## src/design/bhcs_pkg.sv

```systemverilog
package bhcs_pkg;

    localparam int DUTY_W   = 11;
    localparam int REQ_W    = 16;
    localparam int POS_W    = 3;
    localparam int PERIOD_W = 32;
    localparam int RPM_W    = 26;
    localparam int SPR_W    = 8;
    localparam int PHASES   = 3;
    localparam int SWITCHES = 2 * PHASES;

    localparam int DUTY_MAX       = 2000;
    localparam int DUTY_FIELD_MAX = (1 << DUTY_W) - 1;
    localparam int DUTY_LIMIT     = (DUTY_MAX < DUTY_FIELD_MAX) ? DUTY_MAX : DUTY_FIELD_MAX;

    localparam int TICK_HZ_DEFAULT = 1000000;
    localparam int SECONDS_PER_MIN = 60;
    localparam int QUEUE_DEPTH     = 2;

    localparam logic [RPM_W-1:0] RPM_MAX = '1;
    localparam logic [SPR_W-1:0] SPR_RESET = 8'd1;

    localparam logic [POS_W-1:0] POS_INVALID = 3'd0;
    localparam logic [POS_W-1:0] POS_INDEX   = 3'd1;
    localparam logic [POS_W-1:0] POS_ILLEGAL = 3'd7;

    // Phase numbers 0..2 are A..C; NO_PHASE marks an invalid position.
    localparam logic [1:0] NO_PHASE = 2'd3;
    localparam logic [1:0] FWD_HIGH [8] = '{2'd3, 2'd1, 2'd2, 2'd2, 2'd0, 2'd1, 2'd0, 2'd3};
    localparam logic [1:0] FWD_LOW  [8] = '{2'd3, 2'd0, 2'd1, 2'd0, 2'd2, 2'd2, 2'd1, 2'd3};

    typedef enum logic [1:0] {
        DIR_OFF = 2'd0,
        DIR_FWD = 2'd1,
        DIR_REV = 2'd2
    } drive_dir_t;

    typedef enum logic [1:0] {
        BK_IDLE,
        BK_MUL,
        BK_DIV,
        BK_OUT
    } back_state_t;

    typedef logic [DUTY_W-1:0] duty_t;

    // Switch order: A, B, C upper, then A, B, C lower.
    typedef duty_t [SWITCHES-1:0] duty_vec_t;

    typedef struct packed {
        logic                    hall_a;
        logic                    hall_b;
        logic                    hall_c;
        logic signed [REQ_W-1:0] speed_request;
    } hall_in_t;

    typedef struct packed {
        duty_t                a_high_duty;
        duty_t                b_high_duty;
        duty_t                c_high_duty;
        duty_t                a_low_duty;
        duty_t                b_low_duty;
        duty_t                c_low_duty;
        logic [POS_W-1:0]     hall_position;
        logic [1:0]           drive_direction;
        logic                 speed_updated;
        logic [PERIOD_W-1:0]  period_ticks;
        logic [RPM_W-1:0]     speed_rpm;
    } hall_out_t;

    typedef struct packed {
        duty_vec_t            duty;
        logic [POS_W-1:0]     pos;
        drive_dir_t           dir;
        logic                 measure;
        logic [PERIOD_W-1:0]  period;
    } q_entry_t;

endpackage

```

## src/design/bldc_hall_commutation_speed_top.sv

```systemverilog
// Six-step commutation with hall-based speed measurement.
// Each transfer on the sample side is one timer tick: three hall levels and a
// signed drive request. Each tick yields exactly one result on the result side:
// six switch duties, the decoded position, the direction, and the held period
// and speed, with speed_updated set on ticks that closed a measured period.
// Sample side: push/full, taken when push is high and full is low. Result side:
// empty/pop, the oldest result shows while empty is low and leaves on pop.
// wr_en/wr_data write the sensors-per-revolution register (reset value 1).
// The front decodes each tick in its accepting cycle and places it in a two-entry
// queue. A plain tick passes through the queue and the output register; plain
// ticks flow at one per cycle while the back end is idle and the receiver pops.
// A tick that ends a period passes the back end in order: taken from the queue,
// the period times sensor count product, one restoring division step per
// quotient bit (26 bits at the default tick rate), and the write of the
// result; the divider is the rate-setting unit. Reset clears the timing state,
// the held speed and the queue. While the receiver stalls, one result waits in
// the output register, the queue fills, and full then holds off further ticks.
module bldc_hall_commutation_speed_top #(
    parameter int TICK_HZ = bhcs_pkg::TICK_HZ_DEFAULT
) (
    input  logic                       clk,
    input  logic                       rst_n,
    input  logic                       push,
    output logic                       full,
    input  bhcs_pkg::hall_in_t         sample,
    output logic                       empty,
    input  logic                       pop,
    output bhcs_pkg::hall_out_t        result,
    input  logic                       wr_en,
    input  logic [bhcs_pkg::SPR_W-1:0] wr_data
);
    import bhcs_pkg::*;

    logic [SPR_W-1:0] spr_reg, spr_next;
    logic             q_push, q_full, q_pop, q_empty;
    q_entry_t         q_wr_data, q_rd_data;

    assign spr_next = wr_en ? wr_data : spr_reg;

    always_ff @(posedge clk or negedge rst_n)
    begin
        if (!rst_n)
        begin
            spr_reg <= SPR_RESET;
        end
        else
        begin
            spr_reg <= spr_next;
        end
    end

    bhcs_front u_front (
        .clk    (clk),
        .rst_n  (rst_n),
        .push   (push),
        .sample (sample),
        .full   (full),
        .q_push (q_push),
        .q_data (q_wr_data),
        .q_full (q_full)
    );

    bhcs_fifo u_fifo (
        .clk     (clk),
        .rst_n   (rst_n),
        .push    (q_push),
        .wr_data (q_wr_data),
        .full    (q_full),
        .pop     (q_pop),
        .rd_data (q_rd_data),
        .empty   (q_empty)
    );

    bhcs_back #(
        .TICK_HZ (TICK_HZ)
    ) u_back (
        .clk     (clk),
        .rst_n   (rst_n),
        .spr     (spr_reg),
        .q_empty (q_empty),
        .q_data  (q_rd_data),
        .q_pop   (q_pop),
        .pop     (pop),
        .empty   (empty),
        .result  (result)
    );

    // The back end never takes an entry from an empty queue.
    assert property (@(posedge clk) disable iff (!rst_n) q_pop |-> !q_empty)
        else $error("queue read while empty");

    // With the drive off, all six switches carry zero duty.
    assert property (@(posedge clk) disable iff (!rst_n)
        (!empty && result.drive_direction == DIR_OFF) |->
        (result.a_high_duty == '0 && result.b_high_duty == '0 &&
         result.c_high_duty == '0 && result.a_low_duty == '0 &&
         result.b_low_duty == '0 && result.c_low_duty == '0))
        else $error("duty driven while off");

    // A fresh measurement always carries a nonzero period.
    assert property (@(posedge clk) disable iff (!rst_n)
        (!empty && result.speed_updated) |-> (result.period_ticks != '0))
        else $error("speed update with zero period");

endmodule

```

## src/design/bhcs_fifo.sv

```systemverilog
module bhcs_fifo (
    input  logic               clk,
    input  logic               rst_n,
    input  logic               push,
    input  bhcs_pkg::q_entry_t wr_data,
    output logic               full,
    input  logic               pop,
    output bhcs_pkg::q_entry_t rd_data,
    output logic               empty
);
    import bhcs_pkg::*;

    localparam int PTR_W = (QUEUE_DEPTH > 1) ? $clog2(QUEUE_DEPTH) : 1;
    localparam int CNT_W = $clog2(QUEUE_DEPTH + 1);
    localparam logic [PTR_W-1:0] PTR_LAST = PTR_W'(QUEUE_DEPTH - 1);
    localparam logic [CNT_W-1:0] CNT_FULL = CNT_W'(QUEUE_DEPTH);

    q_entry_t         slot_reg [QUEUE_DEPTH];
    logic [PTR_W-1:0] wr_ptr_reg, wr_ptr_next;
    logic [PTR_W-1:0] rd_ptr_reg, rd_ptr_next;
    logic [CNT_W-1:0] count_reg, count_next;
    logic             do_push, do_pop;

    assign full    = (count_reg == CNT_FULL);
    assign empty   = (count_reg == '0);
    assign rd_data = slot_reg[rd_ptr_reg];
    assign do_push = push && !full;
    assign do_pop  = pop && !empty;

    always_comb
    begin
        wr_ptr_next = wr_ptr_reg;
        rd_ptr_next = rd_ptr_reg;
        count_next  = count_reg;
        if (do_push)
        begin
            wr_ptr_next = (wr_ptr_reg == PTR_LAST) ? '0 : wr_ptr_reg + 1'b1;
        end
        if (do_pop)
        begin
            rd_ptr_next = (rd_ptr_reg == PTR_LAST) ? '0 : rd_ptr_reg + 1'b1;
        end
        if (do_push && !do_pop)
        begin
            count_next = count_reg + 1'b1;
        end
        else if (do_pop && !do_push)
        begin
            count_next = count_reg - 1'b1;
        end
    end

    always_ff @(posedge clk or negedge rst_n)
    begin
        if (!rst_n)
        begin
            wr_ptr_reg <= '0;
            rd_ptr_reg <= '0;
            count_reg  <= '0;
        end
        else
        begin
            wr_ptr_reg <= wr_ptr_next;
            rd_ptr_reg <= rd_ptr_next;
            count_reg  <= count_next;
        end
    end

    always_ff @(posedge clk)
    begin
        if (do_push)
        begin
            slot_reg[wr_ptr_reg] <= wr_data;
        end
    end

endmodule

```

## src/design/bhcs_front.sv

```systemverilog
module bhcs_front (
    input  logic               clk,
    input  logic               rst_n,
    input  logic               push,
    input  bhcs_pkg::hall_in_t sample,
    output logic               full,
    output logic               q_push,
    output bhcs_pkg::q_entry_t q_data,
    input  logic               q_full
);
    import bhcs_pkg::*;

    logic [POS_W-1:0]    prev_pos_reg, prev_pos_next;
    logic [PERIOD_W-1:0] tick_reg, tick_next;
    logic                started_reg, started_next;

    logic                accept;
    logic [POS_W-1:0]    pos_raw, pos;
    logic [PERIOD_W-1:0] tick_inc;
    logic                entry;
    logic [REQ_W:0]      mag;
    duty_t               duty;
    drive_dir_t          dir;
    logic [1:0]          hi, lo;
    logic [2:0]          hi_idx, lo_idx;
    duty_vec_t           duty_vec;

    assign accept = push && !q_full;
    assign full   = q_full;
    assign q_push = accept;

    always_comb
    begin
        pos_raw = {sample.hall_c, sample.hall_b, sample.hall_a};
        pos     = (pos_raw == POS_ILLEGAL) ? POS_INVALID : pos_raw;

        // The counter saturates so a stalled motor never wraps the period.
        tick_inc = (tick_reg == '1) ? tick_reg : tick_reg + 1'b1;
        entry    = (prev_pos_reg != POS_INDEX) && (pos == POS_INDEX);

        if (sample.speed_request == '0)
        begin
            dir = DIR_OFF;
            mag = '0;
        end
        else if (sample.speed_request[REQ_W-1])
        begin
            dir = DIR_REV;
            mag = -{sample.speed_request[REQ_W-1], sample.speed_request};
        end
        else
        begin
            dir = DIR_FWD;
            mag = {1'b0, sample.speed_request};
        end
        duty = (mag > (REQ_W + 1)'(DUTY_LIMIT)) ? DUTY_W'(DUTY_LIMIT) : mag[DUTY_W-1:0];

        if (dir == DIR_REV)
        begin
            hi = FWD_LOW[pos];
            lo = FWD_HIGH[pos];
        end
        else
        begin
            hi = FWD_HIGH[pos];
            lo = FWD_LOW[pos];
        end
        hi_idx   = 3'(hi);
        lo_idx   = 3'(lo) + 3'(PHASES);
        duty_vec = '0;
        if (dir != DIR_OFF && hi != NO_PHASE && lo != NO_PHASE)
        begin
            duty_vec[hi_idx] = duty;
            duty_vec[lo_idx] = duty;
        end

        q_data.duty    = duty_vec;
        q_data.pos     = pos;
        q_data.dir     = dir;
        q_data.measure = entry && started_reg;
        q_data.period  = tick_inc;

        prev_pos_next = prev_pos_reg;
        tick_next     = tick_reg;
        started_next  = started_reg;
        if (accept)
        begin
            prev_pos_next = pos;
            tick_next     = entry ? '0 : tick_inc;
            started_next  = started_reg || entry;
        end
    end

    always_ff @(posedge clk or negedge rst_n)
    begin
        if (!rst_n)
        begin
            prev_pos_reg <= POS_INVALID;
            tick_reg     <= '0;
            started_reg  <= 1'b0;
        end
        else
        begin
            prev_pos_reg <= prev_pos_next;
            tick_reg     <= tick_next;
            started_reg  <= started_next;
        end
    end

endmodule

```

## src/design/bhcs_back.sv

```systemverilog
module bhcs_back #(
    parameter int TICK_HZ = bhcs_pkg::TICK_HZ_DEFAULT
) (
    input  logic                       clk,
    input  logic                       rst_n,
    input  logic [bhcs_pkg::SPR_W-1:0] spr,
    input  logic                       q_empty,
    input  bhcs_pkg::q_entry_t         q_data,
    output logic                       q_pop,
    input  logic                       pop,
    output logic                       empty,
    output bhcs_pkg::hall_out_t        result
);
    import bhcs_pkg::*;

    localparam logic [63:0] DIVIDEND = 64'(SECONDS_PER_MIN) * 64'(TICK_HZ);
    localparam int DVD_W     = $clog2(DIVIDEND + 64'd1);
    localparam int DIVISOR_W = PERIOD_W + SPR_W;
    localparam int CNT_W     = $clog2(DVD_W);
    localparam logic [CNT_W-1:0] CNT_LAST = CNT_W'(DVD_W - 1);

    back_state_t          state_reg, state_next;
    logic                 out_valid_reg, out_valid_next;
    logic [PERIOD_W-1:0]  held_period_reg, held_period_next;
    logic [RPM_W-1:0]     held_rpm_reg, held_rpm_next;

    q_entry_t             work_reg, work_next;
    logic [DIVISOR_W-1:0] divisor_reg, divisor_next;
    logic [DIVISOR_W-1:0] rem_reg, rem_next;
    logic [DVD_W-1:0]     dvd_reg, dvd_next;
    logic [DVD_W-1:0]     quo_reg, quo_next;
    logic [CNT_W-1:0]     cnt_reg, cnt_next;
    hall_out_t            out_reg, out_next;

    logic                 slot_free;
    logic [PERIOD_W-1:0]  per_nz;
    logic [SPR_W-1:0]     spr_nz;
    logic [DIVISOR_W:0]   shifted;
    logic [DIVISOR_W:0]   diff;
    logic                 fits;
    logic [63:0]          quo_wide;
    logic [RPM_W-1:0]     rpm;

    function automatic hall_out_t pack_result(
        input q_entry_t            e,
        input logic                updated,
        input logic [PERIOD_W-1:0] period,
        input logic [RPM_W-1:0]    speed
    );
        hall_out_t r;
        r.a_high_duty     = e.duty[0];
        r.b_high_duty     = e.duty[1];
        r.c_high_duty     = e.duty[2];
        r.a_low_duty      = e.duty[3];
        r.b_low_duty      = e.duty[4];
        r.c_low_duty      = e.duty[5];
        r.hall_position   = e.pos;
        r.drive_direction = e.dir;
        r.speed_updated   = updated;
        r.period_ticks    = period;
        r.speed_rpm       = speed;
        return r;
    endfunction

    assign empty  = !out_valid_reg;
    assign result = out_reg;

    always_comb
    begin
        slot_free = !out_valid_reg || pop;
        per_nz    = (work_reg.period == '0) ? PERIOD_W'(1) : work_reg.period;
        spr_nz    = (spr == '0) ? SPR_W'(1) : spr;

        // One restoring division step: one quotient bit per cycle.
        shifted = {rem_reg, dvd_reg[DVD_W-1]};
        diff    = shifted - {1'b0, divisor_reg};
        fits    = !diff[DIVISOR_W];

        quo_wide = 64'(quo_reg);
        rpm      = (quo_wide > 64'(RPM_MAX)) ? RPM_MAX : quo_wide[RPM_W-1:0];

        state_next       = state_reg;
        out_valid_next   = out_valid_reg;
        held_period_next = held_period_reg;
        held_rpm_next    = held_rpm_reg;
        work_next        = work_reg;
        divisor_next     = divisor_reg;
        rem_next         = rem_reg;
        dvd_next         = dvd_reg;
        quo_next         = quo_reg;
        cnt_next         = cnt_reg;
        out_next         = out_reg;
        q_pop            = 1'b0;

        if (pop && out_valid_reg)
        begin
            out_valid_next = 1'b0;
        end

        case (state_reg)
            BK_IDLE:
            begin
                if (!q_empty)
                begin
                    if (q_data.measure)
                    begin
                        q_pop      = 1'b1;
                        work_next  = q_data;
                        state_next = BK_MUL;
                    end
                    else if (slot_free)
                    begin
                        q_pop          = 1'b1;
                        out_next       = pack_result(q_data, 1'b0, held_period_reg,
                                                     held_rpm_reg);
                        out_valid_next = 1'b1;
                    end
                end
            end
            BK_MUL:
            begin
                divisor_next = DIVISOR_W'(per_nz) * DIVISOR_W'(spr_nz);
                rem_next     = '0;
                dvd_next     = DIVIDEND[DVD_W-1:0];
                quo_next     = '0;
                cnt_next     = '0;
                state_next   = BK_DIV;
            end
            BK_DIV:
            begin
                rem_next = fits ? diff[DIVISOR_W-1:0] : shifted[DIVISOR_W-1:0];
                dvd_next = dvd_reg << 1;
                quo_next = {quo_reg[DVD_W-2:0], fits};
                cnt_next = cnt_reg + 1'b1;
                if (cnt_reg == CNT_LAST)
                begin
                    state_next = BK_OUT;
                end
            end
            BK_OUT:
            begin
                if (slot_free)
                begin
                    held_period_next = work_reg.period;
                    held_rpm_next    = rpm;
                    out_next         = pack_result(work_reg, 1'b1, work_reg.period, rpm);
                    out_valid_next   = 1'b1;
                    state_next       = BK_IDLE;
                end
            end
            default:
            begin
                state_next = BK_IDLE;
            end
        endcase
    end

    always_ff @(posedge clk or negedge rst_n)
    begin
        if (!rst_n)
        begin
            state_reg       <= BK_IDLE;
            out_valid_reg   <= 1'b0;
            held_period_reg <= '0;
            held_rpm_reg    <= '0;
        end
        else
        begin
            state_reg       <= state_next;
            out_valid_reg   <= out_valid_next;
            held_period_reg <= held_period_next;
            held_rpm_reg    <= held_rpm_next;
        end
    end

    always_ff @(posedge clk)
    begin
        work_reg    <= work_next;
        divisor_reg <= divisor_next;
        rem_reg     <= rem_next;
        dvd_reg     <= dvd_next;
        quo_reg     <= quo_next;
        cnt_reg     <= cnt_next;
        out_reg     <= out_next;
    end

endmodule
```

## config.mk

```make
export PLATFORM = sky130hd
export DESIGN_NAME = bldc_hall_commutation_speed_top
export DESIGN_NICKNAME = d
export VERILOG_FILES = /design/src/design/bhcs_pkg.sv /design/src/design/bldc_hall_commutation_speed_top.sv /design/src/design/bhcs_fifo.sv /design/src/design/bhcs_front.sv /design/src/design/bhcs_back.sv
export SDC_FILE = /design/constraint.sdc
export NUM_CORES = 2
export LEC_CHECK = 0
export ABC_CLOCK_PERIOD_IN_PS = 20600
export BUFFER_PORTS_ARGS = -buffer_cell sky130_fd_sc_hd__buf_2
export CAP_MARGIN = 0
export CORE_MARGIN = 2
export CORE_UTILIZATION = 55
export CTS_CLUSTER_SIZE = 24
export DETAILED_ROUTE_END_ITERATION = 6
export PLACE_DENSITY_LB_ADDON = 0.05
export SLEW_MARGIN = 20
export SYNTH_ARGS = -nofsm -noshare
export SYNTH_HDL_FRONTEND = slang
export SYNTH_SLANG_ARGS = --single-unit
```

## constraint.sdc

```tcl
create_clock -name clk -period 20.6 [get_ports clk]
set_input_delay 4.12 -clock clk [delete_from_list [all_inputs] [get_ports clk]]
set_output_delay 4.12 -clock clk [all_outputs]
set_load 0.03 [all_outputs]
```

Word level (Yosys, flattened, before mapping). Memory sizes are Yosys's and may differ from the RTL's. Cells that the tools add are included.

Add/subtract/negate cells: 9. Multipliers: 1. Order comparisons: 6. Equal/unequal tests: 18. Mux-type cells: 52. Bitwise logic cells: 3. Reduce and logical (&&, ||, !) cells: 33.

Operator list (number): two-way mux 130 bit (4); one-hot mux 130 bit (2 select lines) (1); one-hot mux 26 bit (2 select lines) (2); two-way mux 32 bit (3); one-hot mux 40 bit (2 select lines) (1); AND 66 x 44 -> 66 bit (1); bitwise mux 66 bit (1); two-way mux 66 bit (1); subtractor 41 x 40 -> 41 bit (1); multiplier 32 x 8 -> 40 bit (1); two-way mux 40 bit (1); two-way mux 17 bit (2); demux 11 bit (select 3 bit) (1); two-way mux 11 bit (3); adder 32 x 1 -> 32 bit (second input constant) (1); equality test 32 bit (second input constant) (1); zero test 32 bit (1); two-way mux 2 bit (14); demux 11 bit (select 2 bit) (1); > comparator 17 x 11 -> 1 bit (second input constant) (1); negation 17 bit (1); zero test 16 bit (1); logical AND 1 bit (12); two-way mux 1 bit (12); other kinds (34) (54).

Register bits: 479. RAM bits: 208. Bits in read-only memories: 32. Input bits: 32. Output and inout bits: 132. Logic and storage cells: 161. Memories: 3.

Memories: u_fifo.slot_reg (depth 2, bits a word 104, read ports 1, clocked after memory_dff 0, write ports 1, line bhcs_fifo.sv:18) `q_entry_t slot_reg [QUEUE_DEPTH];`; (name not given) (depth 8, bits a word 2, read ports 1, clocked after memory_dff 0, write ports 0, line bhcs_front.sv:66) `lo = FWD_LOW[pos];`; (name not given) (depth 8, bits a word 2, read ports 1, clocked after memory_dff 0, write ports 0, line bhcs_front.sv:61) `lo = FWD_HIGH[pos];`.

Depth between registers and ports, before layout.
Word-level depth: 14. Depth in mapped cells: 22. Depth with buffers taken out: 22.

Cells and area by module. A second synthesis with hierarchy kept.

Cell total of the unflattened synthesis: 3084. Area total of the unflattened synthesis: 38424.4 um^2.

By module, submodules not included: bhcs_back (times used 1, cells an instance 2224, area each 26541.7 um^2); bhcs_fifo (times used 1, cells an instance 343, area each 7952.6 um^2); bhcs_front (times used 1, cells an instance 500, area each 3597.2 um^2); bldc_hall_commutation_speed_top (times used 1, cells an instance 17, area each 332.8 um^2).

Least setup slack after synthesis. Ideal clock, no wire load.

Path type: input to register. Start: in pop. End: reg u_back.out_reg, in the netlist u_back.result[0] (enable). Library setup time: 0.662 ns. Arrival: 10.462 ns. Required time: 19.938 ns. Setup slack: 9.476 ns. Stages on the path: 2. Path through: nor2_1 a21oi_1.

Word-level cells in the longest chain between the ends: 3.

RTL lines: start: declaration (line bldc_hall_commutation_speed_top.sv:27) `input logic pop,`; logical OR 1 bit * (line bhcs_back.sv:70) `slot_free = !out_valid_reg || pop;`; != test 2 x 1 -> 1 bit (no line); AND reduction 5 bit (no line) *; end signal: assignment (line bhcs_back.sv:184) `out_reg <= out_next;`; end: declaration (line bhcs_back.sv:33) `hall_out_t out_reg, out_next;`.

Mark *: on every way between the ends. The rest lies on a longest branch, timed or not. A chain may end at the register's enable or synchronous reset.

Final worst setup path.
Start: reg u_back.work_reg[29] in the netlist's numbering. End: reg u_back.divisor_reg[39] (data pin).

Word-level cells in the longest chain between the ends: 3.

RTL lines: start: declaration (line bhcs_back.sv:27) `q_entry_t work_reg, work_next;`; start signal: assignment (line bhcs_back.sv:178) `work_reg <= work_next;`; zero test 32 bit (line bhcs_back.sv:71) `per_nz = (work_reg.period == '0) ? PERIOD_W'(1) : work_reg.period;`; two-way mux 32 bit * (line bhcs_back.sv:71); multiplier 32 x 8 -> 40 bit * (line bhcs_back.sv:122) `divisor_next = DIVISOR_W'(per_nz) * DIVISOR_W'(spr_nz);`; end signal: assignment (line bhcs_back.sv:179) `divisor_reg <= divisor_next;`; end: declaration (line bhcs_back.sv:28) `logic [DIVISOR_W-1:0] divisor_reg, divisor_next;`.

Marked as above.

==> results.md <==
- Worst EP arrival: 7200 ps
- Syn Inst Count: 3,016
- Tot GR Track Use: between 20% and 30%
- Clock Latency Late Sink: roughly 630 ps
- Largest area contributor in the netlist: edfxtp_1
- Worst Tran Pin Value: between 1000 and 1500 ps
- Final GP Congestion: just under 0.9
- Die area: 70,600 µm²
- Number of fill cells: between 5,000 and 6,000
- Mapped cell area: 37,600 µm²
- Worst-path fanout max: 11
- DP HPWL: 55,100 µm
- Critical path origin: u_back.work_reg[29]$_DFFE_PP_
- Initial DRC count: 1,655
- Critical path class: register to register
- Final period util: 32.9%
- Post_cts resized: 0
- Sequential area share after synthesis: 52.7%
- Worst Hold Class: register to register
- Vias in the first global route: 23,700
- Layout cells sized above 1: 19.7%
- H-tree Lvls: 3
- # IOs: 164
- Antenna viol nets, final: 0
- Setup_tns: 0 ps
- CTS buffer count: 73
- Register bit count reported by yosys: about 680
- RSZ-0062 raised after global routing: false
- Hold Vio Cnt, Final: 0
- YS warnings: 0
- Post-layout min period: 6780 ps
- # clock sinks: around 680
- FFs w/ async S/R, synth: approximately 16%
- Clk_skew: 31.2 ps
- 1st-pass router iterations: 5
- Via count: approximately 23,000
- Core box area: 67,500 µm²
- Initial antenna violation count: 1
- Critical path endpoint category: register
- Fmax: 0.148 GHz
- Wire per inst: 19.7 µm
- Hold Startpoint: u_front.started_reg$_DFFE_PN0P_
- CTS Root Cell: clkbuf_16
- Post-CTS Hold Buffers: 0
- Core Rows: 95
- First-pass GRT wire length: 129,000 µm
- Synth Net Count: 3,343
- Remaining DRCs: 0
- Buffers added on ports: 163
- Slew Limit Fails: 0
- Post-Route WL: 79,900 µm
- Nets: about 3,400
- Synth top area share: 45.5%
- Max-cap violations: 0
- Max-slew headroom: 24.3%
- Setup bufs post-CTS: 0
- R2R Path Start: u_back.work_reg[29]$_DFFE_PP_
- Synthesized area per cell: 12.5 µm²
- Die Span X: between 200 and 300 µm
- Top cells by area, synth: edfxtp_1, fa_1, mux2_2
- Clock Path Buffers: 3
- Final core area utilization: 61.9%
- Post-synth EDFFs: 570
- Post-synth cell types: 71
- CP required: 21,030 ps
- Grt ovf: 0
- Max reg flops: 208
- Detail-routed via count per cell: around 5.6
- Clk pin slew, worst setup/hold paths: 60 ps
- Outcome: complete, no violations
- Synth Flop Type: edfxtp_1
- Die Y: 266 µm
- Area delta synth->final: 11.0%
- Initial core utilization: 55.8%
- CTS tree: yes
- Worst setup SP type: register
- Setup violators final: 0
- Largest net degree at the start of global routing: 78
- Number of diodes: 0
-- Yosys cell counts (17+ instances only) --
cell / number
o31ai_1: 17
a21oi_1: 97
dfrtp_1: 108
nand3_1: 41
xnor2_1: 62
a21o_1: 32
and2_1: 255
nand2b_1: 22
nor3_1: 27
mux2i_1: 33
fa_1: 181
inv_1: 266
ha_1: 114
o21ai_0: 86
and3_1: 18
mux2_2: 303
nand2_1: 173
xor2_1: 47
nand4_1: 21
edfxtp_1: 570
nor2_1: 191
clkbuf_1: 139
-- area by class of cell --
cell class | count | area (µm²) | area share (%)
Clock buffer | 98 | 2010 | 4.81
Clock inverter | 37 | 573 | 1.37
Timing Repair Buffer | 185 | 983 | 2.35
Multi-Input combinational cell | 1915 | 16300 | 38.9
Tap cell | 873 | 1090 | 2.61
Inverter | 268 | 1010 | 2.41
Sequential cell | 679 | 19900 | 47.5
-- per-stage QoR --
step | worst slack [ps] | instances | hold slack (ps) | instance area [µm²]
4_1_cts | 13770 | 4055 | 471 | 41800
2_1_floorplan | 9480 | 3016 | 420 | 37600
3_5_place_dp | 13320 | 3920 | 437 | 39200
6_report | 13820 | 4055 | 468 | 41800
3_3_place_gp | 13350 | 3920 | 430 | 39200
5_1_grt | 13290 | 4055 | 496 | 41800
-- kinds of logic after synthesis --
family,after synthesis,synth area share (%)
compound gates,357,6.05
xor+xnor,109,2.54
simple gates,818,11.1
fa+ha+maj,295,13.4
buf+inv,422,4.25
flops,679,52.7
mux,336,9.94
-- cells in the final DEF (no fill, tap or decap), types with 13 or more instances in the layout --
cell | synthesis | layout
ha_1 | 114 | 111
mux2_2 | 303 | 303
dfrtp_1 | 108 | 101
inv_1 | 266 | 266
clkbuf_16 | 0 | 74
xnor2_1 | 62 | 62
edfxtp_1 | 570 | 570
and2_1 | 255 | 255
xor2_1 | 47 | 47
nand3_1 | 41 | 41
clkbuf_1 | 139 | 17
nand2_1 | 173 | 171
fa_1 | 181 | 181
nor2_1 | 191 | 187
a21o_1 | 32 | 32
clkinv_1 | 2 | 13
mux2i_1 | 33 | 33
nand4_1 | 21 | 21
and3_1 | 18 | 18
nor2b_1 | 15 | 15
o31ai_1 | 17 | 17
buf_4 | 0 | 23
o21a_1 | 15 | 15
buf_2 | 11 | 162
a21oi_1 | 97 | 96
o21ai_0 | 86 | 86
nor3_1 | 27 | 27
nand2b_1 | 22 | 22
-- routing by layer --
metal / up-vias / global-route usage, % / part of all wire (%) / routed length, µm
li1: 10700 / - / - / -
met1: 11600 / 33.7 / 47 / 37300
met2: 478 / 37.8 / 47 / 37900
met3: 92 / 3.43 / 4.2 / 3390
met4: 0 / 4.87 / 1.5 / 1240
met5: - / 0 / 0 / 0
-- worst paths after layout --
path / end / slack [ps] / cells past startpoint
max reg2reg: u_back.divisor_reg[39]$_DFFE_PN_ / 13820 / 19
min: u_front.started_reg$_DFFE_PN0P_ / 470 / 1
max: u_back.divisor_reg[39]$_DFFE_PN_ / 13820 / 19
min in group asynchronous: u_front.tick_reg[4]$_DFFE_PN0P_ / 3580 / 1
max in group asynchronous: u_fifo.rd_ptr_reg$_DFFE_PN0P_ / 15630 / 2
min reg2reg: u_front.started_reg$_DFFE_PN0P_ / 470 / 1
-- worst max-delay path, stage by stage (launching register included) --
cell and delay [ps]:
edfxtp_1 600, nor4_1 350, nand4_1 210, o21bai_1 600, nand2_1 180, fa_1 540
fa_1 550, inv_1 50, fa_1 520, inv_1 50, fa_1 530, inv_1 40
ha_1 320, a21boi_0 420, o21ai_0 250, a21bo_2 290, a21oi_1 320, o2111ai_1 280
and4_1 250, a211oi_1 230
Power is not shown: default switching activity piles up to over one toggle a cycle in this logic, so the estimate is an artifact.
